<file path="src/hdl/rsse_ram.sv">
// rsse_ram: generic single-write, single-read ram with registered read data
// read-first on a same-address collision; no dependencies
module rsse_ram #(
	parameter int WIDTH = 32,
	parameter int DEPTH = 64
) (
	input  logic                     clk,
	input  logic                     we,
	input  logic [$clog2(DEPTH)-1:0] waddr,
	input  logic [WIDTH-1:0]         wdata,
	input  logic [$clog2(DEPTH)-1:0] raddr,
	output logic [WIDTH-1:0]         rdata
);

	logic [WIDTH-1:0] mem [DEPTH];

	always_ff @(posedge clk) begin
		if (we) begin
			mem[waddr] <= wdata;
		end
		rdata <= mem[raddr];
	end

endmodule

</file>
<file path="config.mk">
export PLATFORM = sky130hd
export DESIGN_NAME = rsse_ram
export DESIGN_NICKNAME = d
export VERILOG_FILES = /design/src/hdl/rsse_ram.sv
export SDC_FILE = /design/constraint.sdc
export NUM_CORES = 2
export LEC_CHECK = 0
export ABC_AREA = 0
export BUFFER_PORTS_ARGS = -buffer_cell sky130_fd_sc_hd__buf_4
export CORE_ASPECT_RATIO = 1.2
export CORE_MARGIN = 4
export CORE_UTILIZATION = 65
export CTS_CLUSTER_DIAMETER = 60
export CTS_CLUSTER_SIZE = 12
export DETAILED_ROUTE_END_ITERATION = 10
export PLACE_DENSITY_LB_ADDON = 0.1
export SYNTH_ARGS = -nofsm -noshare
export SYNTH_HDL_FRONTEND = slang
export SYNTH_SLANG_ARGS = --single-unit
</file>
<file path="constraint.sdc">
create_clock -name clk -period 6.2 [get_ports clk]
set_clock_uncertainty 0.15 [all_clocks]
set_input_delay 0.93 -clock clk [delete_from_list [all_inputs] [get_ports clk]]
set_output_delay 0.93 -clock clk [all_outputs]
set_load 0.005 [all_outputs]
</file>
==> flow_metrics.tcl <==
set metrics [dict create \
    status "complete, no violations" \
    cts_sinks 2080 \
    crit_required_ns 6.70 \
    netlist_area_um2 78500 \
    ys_ff_latch 2080 \
    die_h_um 389 \
    worstPathArrival_ns 4.11 \
    grt_usage 0.324 \
    seq_power_share 0.563 \
    dp_slack_ns 1.75 \
    endpoint "rdata[20]" \
    area.growth.synth_to_final_pct 10.9 \
    endpoint_kind "flip-flop" \
    clkPwrFrac 0.384 \
    fin_nets 3565 \
    cap_violations 0 \
    cts.htree.levels 4 \
    reg2reg_depth 5 \
    worstReg2RegStart "mem[23][20]" \
    path_buf_inv 2 \
    dieArea_um2 126000 \
    max_stage_delay_ns 0.93 \
    dp.cells 4877 \
    criticalPathCategory "primary input to flip-flop" \
    p_int_mw 22.0 \
    synth_top_area_cell "edfxtp_1" \
    hpwlAfterDp_um 111000 \
    synth_top_area_share 0.783 \
    leakagePower_nw 27.0 \
    setup_viol_count_final 0 \
    drive_gt1_frac 0.276 \
    rsz0062_at_grt "no" \
    grt_antenna_before_repair 16 \
    cts_setup_buffers 0 \
    swShare 0.208 \
    path_delay_family "buffers and inverters" \
    p_sw_mw 5.79 \
    wl_per_cell_um 38.5 \
    hold_depth 1 \
    ys_top_cells_by_area "edfxtp_1, mux4_2, mux2i_1" \
    die_w_um 325 \
    cp_slowest_cell "a311oi_1" \
    fmax_ghz 0.277 \
    fin_setup_tns_ns 0 \
    timing.rr.end "rdata[20]" \
    io_buffer_count 77 \
    placementRows 139 \
    worstPathMaxFanout 67 \
    vias 37300 \
    comb_power_share 0.053 \
    synthCells 3324 \
    stdcell_count 5197 \
    p_per_area_nw_per_um2 319 \
    placed_area_um2 81600 \
    clkTransAtPathRegs_ns 0.06 \
    wl_um 200000 \
    fin_ws_ns 2.58 \
    synthArstFlopShare 0 \
    slew_viol_final 0 \
    core_area_um2 120000 \
    drt_iter0_markers 5548 \
    relSlewSlack 0.214 \
    grt-ovfl-total 0 \
    yosys_most_used_dff "edfxtp_1" \
    root_buffer "clkbuf_16" \
    design_area_um2 87100 \
    fin_crit_sh 0.583 \
    ios 78 \
    syn_avg_cell_area_um2 23.6 \
    final_hold_viol_count 0 \
    yosys.cell_types.count 34 \
    period_minus_slack_ns 3.62 \
    ys_seq_area_frac 0.791 \
    initial_core_util 0.655 \
    synth_most_common_cell "edfxtp_1" \
    startpoint "raddr[0]" \
    rrSetupSlack_ns 3.67 \
    grt_pass1_wl_um 284000 \
    grt_start_max_net_pins 83 \
    crit_chain "buf_8 -> buf_4 -> mux4_2 -> mux2i_1 -> nor2_1 -> a311oi_1 -> nor3_1" \
    synth-warning-count 0 \
    synth.net_count 3370 \
    synth_edf_count 2048 \
    postCtsHoldBufs 0 \
    routed_via_density 7.17 \
    hold_class "primary input to flip-flop" \
    max-vdd-ir-drop_mv 0.277 \
    cts.repair.resized 0 \
    clk_latency_ns 0.82 \
    cts_buffer_depth 3 \
    cts_tree "yes" \
    drtPass1Iterations 5 \
    drc 0 \
    grt_pass1_vias 38200 \
    cp_num_cells 7 \
    start_kind "primary input" \
    yosys-top-cells-count "edfxtp_1, mux4_2, nor2_1, mux2i_1, o22ai_1" \
    cts_buffers 191 \
    ant_nets 0 \
    place_congestion 0.841 \
    holdWs_ns 0.543 \
    worst_pin_slew_ns 1.17 \
]
metrics by stage:
stage / utilization / power (mW)
global placement: 0.681 / 17.4
floorplan: - / 16.7
global route: 0.727 / 28.6
detailed placement: 0.681 / 17.4
CTS: 0.727 / 27.9
finish: 0.727 / 27.8
power by group through the flow:
stage,Combinational (mW),Sequential (mW),Clock (mW)
2_1_floorplan,0.757,15.9,0
3_3_place_gp,1.43,15.9,0
3_5_place_dp,1.46,15.9,0
4_1_cts,1.47,15.7,10.8
5_1_grt,1.53,15.7,11.4
6_report,1.47,15.7,10.7
area by class of cell:
type / count / area (um^2)
flip-flops and latches: 2080 / 62100
fillers: 6597 / 32700
multi-input cells: 1062 / 16000
clock buffers: 308 / 5430
well taps: 1551 / 1940
repair buffers: 184 / 1550
clock inverters: 4 / 50.0
diodes: 8 / 20.0
registers in the layout, indices dropped and copies added (netlist names):
register and cells:
mem 2048, rdata 32
placed cells by master, fill, tap and decap left out, types with 4 or more instances in the layout:
cell type / instances
and3_1: 4
nor2_4: 62
clkbuf_16: 201
nor2b_1: 14
nand2_1: 25
edfxtp_1: 2048
nand2b_1: 8
a21oi_1: 62
a41o_1: 4
a311oi_1: 8
a22oi_1: 12
buf_4: 169
nand3_1: 5
dfxtp_1: 32
o221ai_1: 27
clkbuf_1: 107
o32ai_1: 4
mux4_2: 544
buf_12: 12
nor3_1: 5
mux2i_1: 93
o22ai_1: 84
diode_2: 8
nand3b_1: 5
nor2_1: 74
worst min path at each step:
stage / startpoint / end
global placement: mem[12][4] / rdata[4]
detailed placement: mem[12][4] / rdata[4]
CTS: wdata[30] / mem[16][30]
finish: wdata[22] / mem[18][22]
global route: wdata[22] / mem[23][22]
floorplan: mem[12][17] / rdata[17]
routing by layer:
layer	vias to the layer above	GRT usage	share of wire
li1	14600	-	-
met1	19800	0.446	0.35
met2	2407	0.519	0.50
met3	402	0.0655	0.11
met4	14	0.143	0.050
met5	-	0	0.00043
cells by family after synthesis:
family | count (synthesis) | share of synthesized area
AO/OA/AOI/OAI | 202 | 0.0167
multiplexers | 637 | 0.168
AND/OR/NAND/NOR | 223 | 0.0127
buffers and inverters | 182 | 0.0113
flip-flops | 2080 | 0.791
No activity file was read; power rests on OpenSTA's default activity.
